===== src/hw/rtl/iss_pkg.sv =====
package iss_pkg;

   localparam logic [7:0] CHAR_SLASH  = 8'h2F;
   localparam logic [7:0] CHAR_STAR   = 8'h2A;
   localparam logic [7:0] CHAR_QUOTE  = 8'h22;
   localparam logic [7:0] CHAR_BSLASH = 8'h5C;
   localparam logic [7:0] CHAR_NL     = 8'h0A;
   localparam logic [7:0] CHAR_CR     = 8'h0D;
   localparam logic [7:0] CHAR_SPACE  = 8'h20;
   localparam logic [7:0] CHAR_TAB    = 8'h09;
   localparam logic [7:0] CHAR_SEMI   = 8'h3B;
   localparam logic [7:0] CHAR_RBRACE = 8'h7D;
   localparam logic [7:0] CHAR_U      = 8'h75;
   localparam logic [7:0] CHAR_S      = 8'h73;
   localparam logic [7:0] CHAR_E      = 8'h65;

   typedef struct packed {
      logic slash;
      logic star;
      logic quote;
      logic bslash;
      logic newline;
      logic space;
      logic tab;
      logic semi;
      logic u;
      logic s;
      logic e;
      logic boundary;
      logic blank;
      logic eof;
   } byte_class_type;

   typedef struct packed {
      logic store;
      logic clear;
      logic start;
      logic read;
      logic advance;
   } dp_cmd_type;

   typedef struct packed {
      logic empty;
      logic last;
   } dp_status_type;

endpackage


===== src/hw/rtl/iss_datapath.sv =====
module iss_datapath #(
   parameter int MAX_NAME = 64
) (
   input  logic                   clock,
   input  logic                   reset,
   input  logic [7:0]             req_tdata,
   input  logic                   req_tlast,
   output iss_pkg::byte_class_type cls,
   input  iss_pkg::dp_cmd_type    cmd,
   output iss_pkg::dp_status_type status,
   output logic [7:0]             rsp_tdata,
   output logic                   rsp_tlast,
   output logic                   rsp_tuser
);
   import iss_pkg::*;

   localparam int AW   = (MAX_NAME > 1) ? $clog2(MAX_NAME) : 1;
   localparam int LENW = $clog2(MAX_NAME + 1);

   logic [7:0]      mem [MAX_NAME];
   logic [LENW-1:0] stored_ff;
   logic [LENW-1:0] trimmed_ff;
   logic            overflowed_ff;
   logic [AW-1:0]   rd_ptr_ff;
   logic [7:0]      rd_data_ff;
   logic            last_ff;
   logic [LENW-1:0] count;
   logic [LENW:0]   next_idx;
   logic            has_room;

   always_comb begin
      cls.slash    = (req_tdata == CHAR_SLASH);
      cls.star     = (req_tdata == CHAR_STAR);
      cls.quote    = (req_tdata == CHAR_QUOTE);
      cls.bslash   = (req_tdata == CHAR_BSLASH);
      cls.newline  = (req_tdata == CHAR_NL);
      cls.space    = (req_tdata == CHAR_SPACE);
      cls.tab      = (req_tdata == CHAR_TAB);
      cls.semi     = (req_tdata == CHAR_SEMI);
      cls.u        = (req_tdata == CHAR_U);
      cls.s        = (req_tdata == CHAR_S);
      cls.e        = (req_tdata == CHAR_E);
      cls.boundary = cls.newline | cls.space | cls.tab | cls.semi | (req_tdata == CHAR_RBRACE);
      cls.blank    = cls.space | cls.tab | (req_tdata == CHAR_CR);
      cls.eof      = req_tlast;
   end

   assign count        = overflowed_ff ? LENW'(MAX_NAME) : trimmed_ff;
   assign next_idx     = (LENW+1)'(rd_ptr_ff) + 1'b1;
   assign has_room     = (stored_ff < LENW'(MAX_NAME));
   assign status.empty = (count == '0);
   assign status.last  = last_ff;

   always_ff @(posedge clock) begin
      if (reset) begin
         stored_ff     <= '0;
         trimmed_ff    <= '0;
         overflowed_ff <= 1'b0;
      end else if (cmd.clear) begin
         stored_ff     <= '0;
         trimmed_ff    <= '0;
         overflowed_ff <= 1'b0;
      end else if (cmd.store) begin
         if (has_room) begin
            stored_ff <= stored_ff + 1'b1;
            if (!cls.blank) begin
               trimmed_ff <= stored_ff + 1'b1;
            end
         end else if (!cls.blank) begin
            overflowed_ff <= 1'b1;
         end
      end
   end

   always_ff @(posedge clock) begin
      if (cmd.store && has_room) begin
         mem[stored_ff[AW-1:0]] <= req_tdata;
      end
      if (cmd.read) begin
         rd_data_ff <= mem[rd_ptr_ff];
         last_ff    <= (next_idx == (LENW+1)'(count));
      end
   end

   always_ff @(posedge clock) begin
      if (cmd.start) begin
         rd_ptr_ff <= '0;
      end else if (cmd.advance) begin
         rd_ptr_ff <= rd_ptr_ff + 1'b1;
      end
   end

   assign rsp_tdata = rd_data_ff;
   assign rsp_tlast = last_ff;
   assign rsp_tuser = overflowed_ff;

endmodule


===== src/hw/rtl/iss_controller.sv =====
module iss_controller (
   input  logic                    clock,
   input  logic                    reset,
   input  logic                    req_tvalid,
   output logic                    req_tready,
   output logic                    rsp_tvalid,
   input  logic                    rsp_tready,
   input  iss_pkg::byte_class_type cls,
   input  iss_pkg::dp_status_type  status,
   output iss_pkg::dp_cmd_type     cmd
);
   import iss_pkg::*;

   typedef enum logic [3:0] {
      SC_NORMAL,
      SC_SLASH,
      SC_LINE,
      SC_BLOCK,
      SC_BLOCK_STAR,
      SC_STRING,
      SC_STRING_ESC,
      SC_USE_U,
      SC_USE_S,
      SC_USE_E,
      SC_SKIP_WS,
      SC_CAPTURE
   } scan_mode_type;

   typedef enum logic [1:0] {
      PH_SCAN,
      PH_START,
      PH_READ,
      PH_SHOW
   } phase_type;

   scan_mode_type mode_ff, mode_in;
   logic          prev_ff, prev_in;
   phase_type     phase_ff, phase_in;
   logic          accept;
   logic          use_normal;
   logic          normal_bb;
   logic          capture;
   logic          trigger;
   logic          scan_clear;
   logic          store;

   assign req_tready = (phase_ff == PH_SCAN);
   assign rsp_tvalid = (phase_ff == PH_SHOW);
   assign accept     = req_tvalid & req_tready;

   always_comb begin
      mode_in    = mode_ff;
      prev_in    = prev_ff;
      use_normal = 1'b0;
      normal_bb  = 1'b0;
      capture    = 1'b0;
      trigger    = 1'b0;
      scan_clear = 1'b0;
      store      = 1'b0;
      if (accept) begin
         unique case (mode_ff)
            SC_SLASH: begin
               if (cls.slash) begin
                  mode_in = SC_LINE;
               end else if (cls.star) begin
                  mode_in = SC_BLOCK;
               end else begin
                  use_normal = 1'b1;
               end
            end
            SC_LINE: begin
               if (cls.newline) begin
                  mode_in = SC_NORMAL;
                  prev_in = 1'b1;
               end
            end
            SC_BLOCK: begin
               if (cls.star) begin
                  mode_in = SC_BLOCK_STAR;
               end
            end
            SC_BLOCK_STAR: begin
               if (cls.slash) begin
                  mode_in = SC_NORMAL;
                  prev_in = 1'b0;
               end else if (!cls.star) begin
                  mode_in = SC_BLOCK;
               end
            end
            SC_STRING: begin
               if (cls.bslash) begin
                  mode_in = SC_STRING_ESC;
               end else if (cls.quote) begin
                  mode_in = SC_NORMAL;
                  prev_in = 1'b0;
               end
            end
            SC_STRING_ESC: begin
               mode_in = SC_STRING;
            end
            SC_USE_U: begin
               if (cls.s) begin
                  mode_in = SC_USE_S;
               end else begin
                  use_normal = 1'b1;
               end
            end
            SC_USE_S: begin
               if (cls.e) begin
                  mode_in = SC_USE_E;
               end else begin
                  use_normal = 1'b1;
               end
            end
            SC_USE_E: begin
               if (cls.space) begin
                  mode_in    = SC_SKIP_WS;
                  scan_clear = 1'b1;
               end else begin
                  use_normal = 1'b1;
               end
            end
            SC_SKIP_WS: begin
               capture = !(cls.space | cls.tab);
            end
            SC_CAPTURE: begin
               capture = 1'b1;
            end
            default: begin
               use_normal = 1'b1;
               normal_bb  = prev_ff;
            end
         endcase

         if (use_normal) begin
            if (cls.slash) begin
               mode_in = SC_SLASH;
            end else if (cls.quote) begin
               mode_in = SC_STRING;
            end else if (cls.u && normal_bb) begin
               mode_in = SC_USE_U;
            end else begin
               mode_in = SC_NORMAL;
               prev_in = cls.boundary;
            end
         end

         if (capture) begin
            if (cls.semi || cls.newline) begin
               trigger = 1'b1;
               mode_in = SC_NORMAL;
               prev_in = 1'b1;
            end else begin
               mode_in = SC_CAPTURE;
               store   = 1'b1;
            end
         end

         if (cls.eof) begin
            if (mode_in == SC_CAPTURE) begin
               trigger = 1'b1;
            end
            mode_in = SC_NORMAL;
            prev_in = 1'b1;
            if (!trigger) begin
               scan_clear = 1'b1;
            end
         end
      end
   end

   always_comb begin
      phase_in    = phase_ff;
      cmd.store   = store;
      cmd.clear   = scan_clear;
      cmd.start   = 1'b0;
      cmd.read    = 1'b0;
      cmd.advance = 1'b0;
      unique case (phase_ff)
         PH_SCAN: begin
            if (trigger) begin
               phase_in = PH_START;
            end
         end
         PH_START: begin
            if (status.empty) begin
               cmd.clear = 1'b1;
               phase_in  = PH_SCAN;
            end else begin
               cmd.start = 1'b1;
               phase_in  = PH_READ;
            end
         end
         PH_READ: begin
            cmd.read = 1'b1;
            phase_in = PH_SHOW;
         end
         PH_SHOW: begin
            if (rsp_tready) begin
               if (status.last) begin
                  cmd.clear = 1'b1;
                  phase_in  = PH_SCAN;
               end else begin
                  cmd.advance = 1'b1;
                  phase_in    = PH_READ;
               end
            end
         end
         default: begin
            phase_in = PH_SCAN;
         end
      endcase
   end

   always_ff @(posedge clock) begin
      if (reset) begin
         mode_ff  <= SC_NORMAL;
         prev_ff  <= 1'b1;
         phase_ff <= PH_SCAN;
      end else begin
         mode_ff  <= mode_in;
         prev_ff  <= prev_in;
         phase_ff <= phase_in;
      end
   end

endmodule


===== src/hw/rtl/import_statement_scanner.sv =====
// Channel | Direction | Word                 | Sideband
// req_    | in        | tdata[7:0] source    | tlast = end of file
// rsp_    | out       | tdata[7:0] name byte | tlast = last name byte, tuser = truncated
//
// While scanning, one source word is accepted every cycle.
// A name ends scanning: the scanner checks its length, then reads each byte
// from the name buffer and presents it until rsp_tready takes it.
// An empty name is dropped after the length check, with no output.
// Reset is synchronous; rsp_tready low simply holds the current name byte.
module import_statement_scanner #(
   parameter int MAX_NAME = 64
) (
   input  logic       clock,
   input  logic       reset,
   input  logic       req_tvalid,
   output logic       req_tready,
   input  logic [7:0] req_tdata,   // [7:0] in_byte
   input  logic       req_tlast,
   output logic       rsp_tvalid,
   input  logic       rsp_tready,
   output logic [7:0] rsp_tdata,   // [7:0] name_byte
   output logic       rsp_tlast,
   output logic       rsp_tuser    // [0] name_truncated
);
   import iss_pkg::*;

   byte_class_type cls;
   dp_cmd_type     cmd;
   dp_status_type  status;

   iss_controller u_ctrl (
      .clock      (clock),
      .reset      (reset),
      .req_tvalid (req_tvalid),
      .req_tready (req_tready),
      .rsp_tvalid (rsp_tvalid),
      .rsp_tready (rsp_tready),
      .cls        (cls),
      .status     (status),
      .cmd        (cmd)
   );

   iss_datapath #(
      .MAX_NAME (MAX_NAME)
   ) u_dp (
      .clock     (clock),
      .reset     (reset),
      .req_tdata (req_tdata),
      .req_tlast (req_tlast),
      .cls       (cls),
      .cmd       (cmd),
      .status    (status),
      .rsp_tdata (rsp_tdata),
      .rsp_tlast (rsp_tlast),
      .rsp_tuser (rsp_tuser)
   );

endmodule


===== config.mk =====
export PLATFORM = sky130hd
export DESIGN_NAME = import_statement_scanner
export DESIGN_NICKNAME = d
export VERILOG_FILES = /design/src/hw/rtl/iss_pkg.sv /design/src/hw/rtl/iss_datapath.sv /design/src/hw/rtl/iss_controller.sv /design/src/hw/rtl/import_statement_scanner.sv
export SDC_FILE = /design/constraint.sdc
export NUM_CORES = 1
export LEC_CHECK = 0
export BUFFER_PORTS_ARGS = -buffer_cell sky130_fd_sc_hd__buf_2
export CAP_MARGIN = 20
export CORE_AREA = 2 2 263 161
export DETAILED_ROUTE_END_ITERATION = 8
export DIE_AREA = 0 0 265 163
export HOLD_SLACK_MARGIN = 0.05
export PLACE_DENSITY = 0.7
export SKIP_LAST_GASP = 1
export SYNTH_ARGS = -nofsm -noshare
export SYNTH_HDL_FRONTEND = slang
export SYNTH_SLANG_ARGS = --single-unit
export TNS_END_PERCENT = 50

===== constraint.sdc =====
create_clock -name clock -period 5.51 [get_ports clock]
set_input_delay 1.102 -clock clock [delete_from_list [all_inputs] [get_ports clock]]
set_output_delay 1.102 -clock clock [all_outputs]
set_load 0.02 [all_outputs]

# [Word-level counts from Yosys, hierarchy flattened]
# Memory sizes are Yosys's and may differ from the RTL's. A register that Yosys moved wholly into a read port is not among the register bits.
# Cells that the tools add are included.
[totals] reg_bits=29 latchBits=0 ramBits=512 rom_bits=0 inputBits=13 n_memories=1
[memory_table] name="u_dp.mem" words=64 word_bits=8 read_ports=1 rd_clocked_by_memory_dff=1 write_ports=1 line_no="iss_datapath.sv:20" text="logic [7:0] mem [MAX_NAME];"
[classes] add_sub_neg=3 multipliers=0 div_mod_pow=0 order_cmp=1 n_eq_ne=31 shifts=0 n_mux=76 bitwise_logic=9 n_reduce_logical=13
[op_table] op="$mux 4" count=18
[op_table] op="$mux 1" count=46
[op_table] op="$eq 8x6->1 const B" count=5
[op_table] op="$eq 8x7->1 const B" count=5
[op_table] op="$pmux 4 s9" count=1
[op_table] op="$eq 8x4->1 const B" count=3
[op_table] op="$eq 4x4->1 const B" count=5
[op_table] op="$eq 4x3->1 const B" count=4
[op_table] op="$reduce_or 11->1" count=1
[op_table] op="$eq 4x2->1 const B" count=2
[op_table] op="$eq 8x7->1" count=1
[op_table] op="$mux 2" count=4
[op_table] op="$pmux 2 s4" count=1
[op_table] op="$add 6x1->7 const B" count=1
[op_table] op="$add 7x1->7 const B" count=1
[op_table] op="$logic_not 7->1" count=1
[op_table] op="$lt 7x7->1 const B" count=1
[op_table] op="$mux 7" count=1
[op_table] op="$reduce_or 7->1" count=1
[op_table] op="$add 6x1->6 const B" count=1
[op_table] op="$or 1x1->1" count=6
[op_table] op="$reduce_and 3->1" count=2
[op_table] op="$pmux 1 s5" count=1
[op_table] op="$eq 2x2->1 const B" count=2
[op_table] op="15 further kinds" count=19

# [Depth between registers and ports, before layout]
# Gate-level depths: netlist of the first run.
[depth] depth_word=22 depth_mapped=9 ltp_nobuf=7

# [Hierarchy]
# A second synthesis of the first run with hierarchy kept.
[hier_totals] cells_unflattened=1252 hier_area_um2=22475.3
[modules_own_cells] mod="iss_datapath" n_inst=1 cells_each=1130 area_each_um2=21625.7 seq_area_each_um2=16065.4
[modules_own_cells] mod="iss_controller" n_inst=1 cells_each=122 area_each_um2=849.6 seq_area_each_um2=140.1

# [Worst setup path after synthesis of the first run]
# OpenSTA, ideal clock, no wires.
[synth_timing] path_type="input -> register" from="input port req_tdata[0]" to="memory u_dp.mem[62][0] (enable)" setup_time_ps=370 t_arrival_ps=3159 setup_slack_ps=1981 cell_stages=8 cell_sequence="clkbuf_1 > or3_1 > a2111oi_4 > or4_1 > clkbuf_1 > nor3_1 > nand3_1 > nor2_1"
[synth_via] elab_chain_cells=10 word_cells_on_any_way=15
[synth_lines] item="start, declared" line_no="import_statement_scanner.sv:17" text="input logic [7:0] req_tdata,"
[synth_lines] item="$eq 8x6->1 or $eq 8x4->1 (tied branches)" line_no="iss_datapath.sv:37, iss_datapath.sv:38"
[synth_lines] item="$or 1x1->1" line_no="iss_controller.sv:124" text="capture = !(cls.space | cls.tab);"
[synth_lines] item="$logic_not 1->1" line_no="iss_controller.sv:124"
[synth_lines] item="$pmux 1 s2" line_no="iss_controller.sv:61" text="unique case (mode_ff)"
[synth_lines] item="$mux 1" line_no="iss_controller.sv:60" text="if (accept) begin"
[synth_lines] item="$mux 1 *" line_no="iss_controller.sv:148" text="if (capture) begin"
[synth_lines] item="$mux 1 *" line_no="iss_controller.sv:60"
[synth_lines] item="$logic_and 1x1->1 *" line_no="iss_datapath.sv:76" text="if (cmd.store && has_room) begin"
[synth_lines] item="$mux 1 *" line_no="iss_datapath.sv:76"
[synth_lines] item="$mux 1 (not written as such) *" line_no="iss_datapath.sv:77" text="mem[stored_ff[AW-1:0]] <= req_tdata;"
[synth_lines] item="end, declared" line_no="iss_datapath.sv:20"
# Every way passes the cells marked *; elsewhere a longest branch is shown, timed or not. The select of a mux whose other input is x is not followed.

# [Worst setup path in the final report of the first run]
[layout_timing] from="input port req_tdata[6]" to="memory u_dp.mem[17][1] (enable)"
# The elaborated chain is that of the path after synthesis.

==> impl_metrics.env, run 1 <==
export IMPL_hold_viol=0
export IMPL_maxCapViolCount=0
export IMPL_postSynthNetCount=1152
export IMPL_grt_usage_pct=23.8
export IMPL_crit_path_max_incr_delay_ns=0.95
export IMPL_maxSlewViolCount=0
export IMPL_slew_headroom_pct=23.4
export IMPL_cts_tree="done"
export IMPL_clk_pin_slew_ns=0.06
export IMPL_clock_latency_ns=0.57
export IMPL_syn_to_final_growth_pct=11.8
export IMPL_grt_first_pass_wirelength_mm=74.4
export IMPL_grt_pass1_vias=11036
export IMPL_n_antenna_cell=0
export IMPL_hpwlAfterDp_mm=31.5
export IMPL_ctsRootBufferMaster="clkbuf_16"
export IMPL_intPower_mw=6.54
export IMPL_cts_setup_buffers=0
export IMPL_tightest_slew_ns=1.15
export IMPL_io_buffers=24
export IMPL_skew_ns=0.0129
export IMPL_syn_inst=1137
export IMPL_min_path_type="register to register"
export IMPL_grt_antenna_before_repair=0
export IMPL_ant_nets=0
export IMPL_clkSinkCount=549
export IMPL_hold_buffers=0
export IMPL_crit_chain="buf_2 > nor4b_1 > nand3b_1 > a211oi_4 > buf_4 > nor4_1 > nand4b_2 > nor2_1 > buf_4"
export IMPL_cts_htree_levels=2
export IMPL_fp_dieW_um=265
export IMPL_yosys_warnings=0
export IMPL_synth_edf_count=521
export IMPL_vias=11321
export IMPL_numCtsBuffers=48
export IMPL_worst_endpoint_arrival_ns=4.49
export IMPL_grt_max_degree=75
export IMPL_leakagePower_nw=7.56
export IMPL_cts_buffer_depth=3
export IMPL_drive_gt1_share_pct=27.4
export IMPL_layout_nets=1221
export IMPL_critPathLaunchType="input pin"
export IMPL_worstSetupPathType="input pin to register"
export IMPL_finalSetupViolations=0
export IMPL_p_seq_share_pct=56.1
export IMPL_comb_power_share_pct=1.3
export IMPL_critical_path_max_fanout=28
export IMPL_die_y_um=163
export IMPL_switchingPower_mw=1.58
export IMPL_ctsResizeCount=0
export IMPL_viasPerCell=6.34
export IMPL_fin_crit_ns=4.22
export IMPL_avgSynthCellArea_um2=19.6
export IMPL_crit_slowest_cell="nor4_1"
export IMPL_syn_area_mm2=0.0222
export IMPL_max_freq_mhz=237
export IMPL_ys_flop_type="edfxtp_1"
export IMPL_fin_tns_setup_ns=0
export IMPL_yosysUniqueCellTypes=64
export IMPL_worst_ir_drop_vdd_v=0.000267
export IMPL_fin_util_pct=60.6
export IMPL_fin_crit_sh_pct=76.6
export IMPL_ys_seq_elements=549
export IMPL_core_mm2=0.0411
export IMPL_layoutNonFillerInstCount=1785
export IMPL_placedCellCount=1696
export IMPL_die_area_mm2=0.0432
export IMPL_status="complete, no violations"
export IMPL_cp_required_ns=5.78
export IMPL_post_drt_wl_per_cell_um=28.1
export IMPL_pwr_density_cell_mw_per_mm2=326
export IMPL_dr_pass1_iters=5
export IMPL_switching_share_pct=19.5
export IMPL_cpMostUsedCell="buf_4"
export IMPL_drtIter0Drc=1464
export IMPL_endpoint_kind="register"
export IMPL_ios=25
export IMPL_pwr_share_clk_pct=42.5
export IMPL_start_util_pct=54.2
export IMPL_async_reset_ff_share_pct=0
export IMPL_rsz0062_at_grt="no"
export IMPL_wl_mm=50.1
export IMPL_route_detailed_drc=0
export IMPL_yosysSeqAreaShare_pct=72.9
export IMPL_overflow=0
export IMPL_rows=58
export IMPL_gp_congestion=0.841
export IMPL_nFillCells=2930
-- critical path: cells and delay by family --
kind            cells  cell delay [ns]
simple gates        5             2.40
compound gates      1             0.08
buf+inv             3             0.88
-- metrics by stage --
stage | hold slack, ns | cell area [µm²] | worst slack (ns) | power [mW]
floorplan | 0.489 | 22200 | 1.98 | 4.67
global placement | 0.514 | 23300 | 1.05 | 4.75
detailed placement | 0.524 | 23300 | 0.903 | 4.76
CTS | 0.536 | 24900 | 1.49 | 8.18
global route | 0.572 | 24900 | 1.16 | 8.34
finish | 0.532 | 24900 | 1.29 | 8.12
-- cell usage in the layout (no fill, tap or decap), types with 11 or more instances in the layout --
| cell type | count |
|---|---|
| nand3b_1 | 11 |
| a22oi_1 | 19 |
| clkbuf_16 | 49 |
| buf_4 | 63 |
| dfxtp_1 | 24 |
| mux4_2 | 160 |
| nor2_1 | 113 |
| a21oi_1 | 12 |
| edfxtp_1 | 521 |
| nand3_1 | 16 |
| nand2_1 | 29 |
| o21ai_0 | 11 |
| buf_2 | 24 |
| xnor2_1 | 14 |
| nor3_1 | 14 |
-- sequential cells by signal, summed over array words and instances (netlist names) --
name and cells:
u_dp.rd_ptr_ff 6, u_dp.rsp_tlast 1, u_ctrl.mode_ff 4, u_ctrl.phase_ff 2, u_dp.mem 512, u_dp.rsp_tuser 1, u_dp.stored_ff 7, u_ctrl.prev_ff 1
u_dp.trimmed_ff 7, u_dp.rsp_tdata 8
-- synth_stat cells, drive strengths merged, types with 2 or more instances --
cell	count	area share, %
xor2	10	0.39
nor4bb	2	0.090
nor2b	8	0.23
edfxtp	521	70
dfxtp	28	2.5
xnor2	14	0.55
a22oi	19	0.64
nor4	5	0.14
or4	3	0.10
nand2b	4	0.11
a21o	2	0.067
mux4	160	16
o2111ai	4	0.16
nand2	29	0.49
or3b	2	0.079
or4b	3	0.15
and2	4	0.11
a31oi	4	0.11
clkbuf	38	0.64
nand3b	11	0.37
nor3	16	0.41
inv	5	0.084
mux2i	4	0.18
nand4b	5	0.28
a211o	2	0.079
nor2	114	1.9
nor4b	3	0.12
or3	7	0.22
nor3b	6	0.20
a32oi	2	0.079
ha	2	0.11
buf	32	0.66
a21oi	12	0.27
a211oi	9	0.36
nand3	16	0.36
o21ai	12	0.32
-- cell families after synthesis --
kind of cell,count (synthesis),synth area share [%]
XOR/XNOR,24,0.945
flip-flops,549,72.9
multiplexers,164,16.4
adder cells (fa/ha/maj),2,0.112
AND/OR/NAND/NOR,245,5.66
AO/OA/AOI/OAI,78,2.65
buffers and inverters,75,1.39
-- worst paths after layout --
| check | startpoint | end | slack, ns | cells after the start |
|---|---|---|---|---|
| max | req_tdata[6] | u_dp.mem[17][1] | 1.29 | 9 |
| min | u_dp.trimmed_ff[6] | u_dp.trimmed_ff[6] | 0.53 | 2 |
| max reg2reg | u_ctrl.mode_ff[1] | u_dp.mem[4][0] | 1.63 | 6 |
| min reg2reg | u_dp.trimmed_ff[6] | u_dp.trimmed_ff[6] | 0.53 | 2 |
-- layer usage --
metal / vias up / share of wire (%) / track usage [%]
li1: 4826 / - / -
met1: 5922 / 44 / 37.3
met2: 521 / 44 / 33.4
met3: 52 / 11 / 7.57
met4: 0 / 1.3 / 4.19
met5: - / 0 / 0
-- power by group through the flow --
stage / combinational, mW / sequential, mW / clock, mW
final: 0.108 / 4.56 / 3.45
after global routing: 0.119 / 4.55 / 3.66
after CTS: 0.109 / 4.56 / 3.51
after detailed placement: 0.109 / 4.65 / 0
after global placement: 0.105 / 4.65 / 0
after floorplan: 0.0241 / 4.65 / 0
-- layout make-up --
type | count | area, µm² | share of cell area [%]
clock buffer | 56 | 1250 | 5.03
clock inverter | 33 | 354 | 1.42
inverter | 5 | 18.8 | 0.0754
multi-input combinational | 513 | 5730 | 23.0
sequential | 549 | 16200 | 65.2
tap | 540 | 676 | 2.72
timing repair buffer | 89 | 633 | 2.54
No activity file was read; power rests on OpenSTA's default activity.
==> inputs of run 2 (changes only) <==
==> constraint.sdc (replaced) <==
create_clock -name clock -period 4.3 [get_ports clock]
set_input_delay 0.86 -clock clock [delete_from_list [all_inputs] [get_ports clock]]
set_output_delay 0.86 -clock clock [all_outputs]
set_load 0.02 [all_outputs]
==> run 2 against run 1 <==
  * Clock-buffer cell count grew 7
  * Wire length grew 2.0%
  * Critical path depth shrank 3
  * Sequential power grew 28%
  * Power grew 33%
==> impl_metrics.env, run 2 (synthesis gave the netlist of run 1 again) <==
export IMPL_status="complete, no violations"
export IMPL_die_y_um=163
export IMPL_drtIter0Drc=1508
export IMPL_worstSetupPathType="register to register"
export IMPL_ctsRootBufferMaster="clkbuf_16"
export IMPL_layoutNonFillerInstCount=1759
export IMPL_vias=11371
export IMPL_multi_input_area_mm2=0.00573
export IMPL_fin_hold_ws_ns=0.524
export IMPL_skew_ns=0.0154
export IMPL_leakagePower_nw=7.49
export IMPL_die_area_mm2=0.0432
export IMPL_total_power_mw=10.8
export IMPL_post_place_ws_ns=0.225
export IMPL_grt_usage_pct=24.4
export IMPL_crit_slowest_cell="nor2_1"
export IMPL_grt_first_pass_wirelength_mm=75.4
export IMPL_critical_path_max_fanout=13
export IMPL_grt_antenna_before_repair=4
export IMPL_crit_chain="nor2b_1 > nand2_1 > or4_1 > nor3_1 > nand2_1 > nor2_1"
export IMPL_endpoint_kind="register"
export IMPL_nFillCells=2922
export IMPL_crit_path_max_incr_delay_ns=0.76
export IMPL_fin_crit_ns=3.84
export IMPL_grt_pass1_vias=10985
export IMPL_numCtsBuffers=49
export IMPL_ios=25
export IMPL_cts_tree="done"
export IMPL_fin_crit_sh_pct=89.2
export IMPL_wl_mm=51.1
export IMPL_viasPerCell=6.46
export IMPL_post_drt_wl_per_cell_um=29.1
export IMPL_core_mm2=0.0411
export IMPL_layout_nets=1192
export IMPL_cpMostUsedCell="nand2_1"
export IMPL_hold_viol=0
export IMPL_cts_buffer_depth=3
export IMPL_slew_headroom_pct=29.5
export IMPL_fin_tns_setup_ns=0
export IMPL_cp_required_ns=4.50
export IMPL_start_util_pct=54.2
export IMPL_rsz0062_at_grt="no"
export IMPL_seq_area_mm2=0.0162
export IMPL_worst_endpoint_arrival_ns=4.04
export IMPL_maxSlewViolCount=0
export IMPL_io_buffers=24
export IMPL_min_path_type="register to register"
export IMPL_grt_max_degree=66
export IMPL_clkSinkCount=549
export IMPL_cts_setup_buffers=0
export IMPL_layout_common_cells="521 x edfxtp_1, 160 x mux4_2, 113 x nor2_1"
export IMPL_clock_latency_ns=0.57
export IMPL_dr_pass1_iters=5
export IMPL_worst_slack_ns=0.463
export IMPL_ctsResizeCount=0
export IMPL_syn_to_final_growth_pct=11.9
export IMPL_cts_htree_levels=2
export IMPL_critPathLaunchType="register"
export IMPL_largest_reg_flops=512
export IMPL_max_freq_mhz=261
export IMPL_rows=58
export IMPL_maxCapViolCount=0
export IMPL_route_detailed_drc=0
export IMPL_ant_nets=0
export IMPL_fp_dieW_um=265
export IMPL_hold_buffers=0
export IMPL_overflow=0
export IMPL_worst_ir_drop_vdd_v=0.000298
export IMPL_drive_gt1_share_pct=26.2
export IMPL_gp_congestion=0.843
export IMPL_pwr_density_cell_mw_per_mm2=435
export IMPL_finalSetupViolations=0
export IMPL_placedCellCount=1666
export IMPL_final_common_cell="edfxtp_1"
export IMPL_tightest_slew_ns=1.06
export IMPL_hpwlAfterDp_mm=33.1
export IMPL_clk_pin_slew_ns=0.06
==> run 2: changes by cell type in the layout (fill, tap and decap cells not counted), sizes merged <==
cell      before  now
bufinv         7   11
clkinv        21   13
clkinvlp       3    2
clkbuf        56   63
inv            7    8
diode          0    1
buf           89   59
==> run 2: metrics by stage <==
step           area (µm²)  util (%)
3_5_place_dp        23100      56.2
4_1_cts             24900      60.6
5_1_grt             24900      60.6
6_report            24900      60.6
2_1_floorplan       22200         -
3_3_place_gp        23100      56.2
==> run 2: area by class of cell <==
| cell class | instances | area share [%] |
|---|---|---|
| tap | 540 | 2.72 |
| inverter | 5 | 0.0754 |
| clock inverter | 29 | 1.76 |
| antenna | 1 | 0.0101 |
| multi-input combinational | 513 | 23.0 |
| clock buffer | 63 | 5.47 |
| sequential | 549 | 65.2 |
| timing repair buffer | 59 | 1.79 |
==> run 2: worst max-delay path, delay by kind of cell (launching register included) <==
| family | cells | cell delay, ns |
|---|---|---|
| flip-flops | 1 | 0.55 |
| AND/OR/NAND/NOR | 6 | 2.92 |
==> run 2: routing by layer <==
| metal | routed length [µm] | up-vias | track usage (%) | share of wire, % |
|---|---|---|---|---|
| met3 | 5820 | 61 | 7.89 | 11 |
| met4 | 827 | 0 | 5.19 | 1.6 |
| met2 | 21200 | 600 | 32.9 | 42 |
| met1 | 23200 | 5934 | 39.0 | 45 |
| li1 | - | 4776 | - | - |
| met5 | 0 | - | 0 | 0 |
==> run 2: where the power goes <==
group          leakage [nW]  internal (mW)  total, mW  switching [mW]
sequential             4.91           5.84       5.84        0.000945
combinational          1.70         0.0215      0.140           0.119
clock                 0.879           2.91       4.84            1.93
total                  7.49           8.77       10.8            2.05
==> run 2: worst paths after layout <==
kind / depth (start not counted) / from / slack, ns / end
hold / removal: 2 / u_dp.trimmed_ff[6] / 0.52 / u_dp.trimmed_ff[6]
hold reg to reg: 2 / u_dp.trimmed_ff[6] / 0.52 / u_dp.trimmed_ff[6]
setup reg to reg: 6 / u_ctrl.mode_ff[1] / 0.46 / u_dp.mem[28][5]
setup / recovery: 6 / u_ctrl.mode_ff[1] / 0.46 / u_dp.mem[28][5]
==> inputs of run 3 (changes only) <==
==> constraint.sdc (replaced) <==
create_clock -name clock -period 4.8 [get_ports clock]
set_input_delay 0.96 -clock clock [delete_from_list [all_inputs] [get_ports clock]]
set_output_delay 0.96 -clock clock [all_outputs]
set_load 0.02 [all_outputs]
==> run 3 against run 2 <==
  * Combinational power shrank 6%
  * Non-clock buffer count fell by 6
  * Sequential power decreased by 10%
  * Utilization is 0.71 points lower
  * Final cell count shrank 0.80%
  * First-iteration DRC count decreased by 8.2%
  * Clock-buffer cell count fell by 6
  * Clock skew is 0.0053 ns higher
  * Critical path depth grew 1
  * Critical endpoint is now u_dp.mem[9][7]
  * Highest routed layer unchanged
==> impl_metrics.env, run 3 (synthesis gave the netlist of run 1 again) <==
export IMPL_n_antenna_cell=0
export IMPL_viasPerCell=6.56
export IMPL_critPathTopFamily="simple AND/OR/NAND/NOR gates"
export IMPL_rsz0062_at_grt="no"
export IMPL_cts_buffer_depth=3
export IMPL_slew_headroom_pct=27.5
export IMPL_pwr_density_cell_mw_per_mm2=377
export IMPL_fin_util_pct=59.9
export IMPL_worst_ir_drop_vdd_v=0.000233
export IMPL_skew_ns=0.0206
export IMPL_cts_setup_buffers=0
export IMPL_hpwlAfterDp_mm=32.9
export IMPL_ctsRootBufferMaster="clkbuf_16"
export IMPL_critPathLaunchType="input pin"
export IMPL_vias=11440
export IMPL_dr_pass1_iters=5
export IMPL_layout_nets=1185
export IMPL_wl_mm=52.0
export IMPL_clkSinkCount=549
export IMPL_drive_gt1_share_pct=25.1
export IMPL_io_buffers=24
export IMPL_design_area_mm2=0.0246
export IMPL_min_path_type="register to register"
export IMPL_endpoint_kind="register"
export IMPL_die_y_um=163
export IMPL_cp_required_ns=4.98
export IMPL_crit_slowest_cell="nor4_1"
export IMPL_drtIter0Drc=1384
export IMPL_ant_nets=0
export IMPL_grt_pass1_vias=10992
export IMPL_rows=58
export IMPL_numCtsBuffers=48
export IMPL_post_drt_wl_per_cell_um=29.8
export IMPL_grt_first_pass_wirelength_mm=75.6
export IMPL_leakagePower_nw=7.34
export IMPL_fp_dieW_um=265
export IMPL_hold_viol=0
export IMPL_max_freq_mhz=257
export IMPL_largest_reg_flops=512
export IMPL_status="complete, no violations"
export IMPL_layout_common_cells="521 x edfxtp_1, 160 x mux4_2, 113 x nor2_1"
export IMPL_cts_tree="done"
export IMPL_rrSetupSlack_ns=0.98
export IMPL_hold_buffers=0
export IMPL_final_common_cell="edfxtp_1"
export IMPL_grt_antenna_before_repair=3
export IMPL_finalSetupViolations=0
export IMPL_worst_endpoint_arrival_ns=4.07
export IMPL_cp_num_buf_inv=1
export IMPL_tightest_slew_ns=1.09
export IMPL_fin_crit_sh_pct=81.0
export IMPL_start_util_pct=54.2
export IMPL_clk_pin_slew_ns=0.06
export IMPL_grt_max_degree=132
export IMPL_maxCapViolCount=0
export IMPL_nFillCells=2940
export IMPL_overflow=0
export IMPL_maxSlewViolCount=0
export IMPL_ctsResizeCount=0
export IMPL_fin_tns_setup_ns=0
export IMPL_crit_path_max_incr_delay_ns=0.92
export IMPL_critical_path_max_fanout=11
export IMPL_gp_congestion=0.861
export IMPL_ios=25
export IMPL_route_detailed_drc=0
export IMPL_syn_to_final_growth_pct=10.6
export IMPL_die_area_mm2=0.0432
export IMPL_grt_usage_pct=24.5
export IMPL_fin_crit_ns=3.89
export IMPL_clock_latency_ns=0.57
export IMPL_cts_htree_levels=2
export IMPL_crit_chain="buf_2 > nand2b_1 > or4b_4 > a211oi_4 > nor4_1 > nand4b_2 > nor2_1"
export IMPL_core_mm2=0.0411
export IMPL_worstSetupPathType="input pin to register"
export IMPL_dpl_cell_area_mm2=0.0230
-- run 3: cell count changes in the layout (fill, tap and decap cells not counted), sizes merged --
cell | before | now
bufinv | 11 | 6
clkinvlp | 2 | 5
diode | 1 | 0
clkinv | 13 | 17
buf | 59 | 53
clkbuf | 63 | 57
inv | 8 | 5
-- run 3: worst reg2reg max path: cells and delay by family, from the launching register on --
family / cells / cell delay (ns)
DFF: 1 / 0.59
and+or+nand+nor: 6 / 2.86
-- run 3: routing by layer --
metal | vias up | track usage, % | part of all wire [%]
met3 | 53 | 8.06 | 12
met4 | 0 | 4.11 | 1.3
met1 | 5987 | 38.7 | 44
met5 | - | 0 | 0
met2 | 657 | 33.8 | 42
li1 | 4743 | - | -
-- run 3: area by class of cell --
cell class	instances	area (µm²)	share of cell area [%]
clock buffer	57	1280	5.19
tap	540	676	2.75
timing repair buffer	53	375	1.53
sequential	549	16200	65.9
multi-input combinational	513	5730	23.3
inverter	5	18.8	0.0763
clock inverter	28	304	1.24
-- run 3: stage by stage --
step | std cells | power, mW | hold slack (ns) | setup slack (ns)
floorplan | 1137 | 5.37 | 0.489 | 1.41
global placement | 1660 | 5.46 | 0.516 | 0.520
detailed placement | 1660 | 5.47 | 0.517 | 0.409
CTS | 1745 | 9.31 | 0.535 | 0.998
global route | 1745 | 9.52 | 0.560 | 0.641
finish | 1745 | 9.27 | 0.532 | 0.912
-- run 3: power by group --
part	switching, mW	internal (mW)	total (mW)	leakage, nW
logic	0.112	0.0192	0.131	1.67
registers	0.000890	5.23	5.23	4.91
clock network	1.68	2.22	3.90	0.761
total	1.79	7.47	9.27	7.34
-- run 3: path summary, 6_finish.rpt --
path                       from                 end  cells past startpoint
max                req_tdata[5]      u_dp.mem[9][7]                      7
min          u_dp.trimmed_ff[5]  u_dp.trimmed_ff[5]                      2
max reg2reg   u_ctrl.mode_ff[1]      u_dp.mem[8][0]                      6
min reg2reg  u_dp.trimmed_ff[5]  u_dp.trimmed_ff[5]                      2
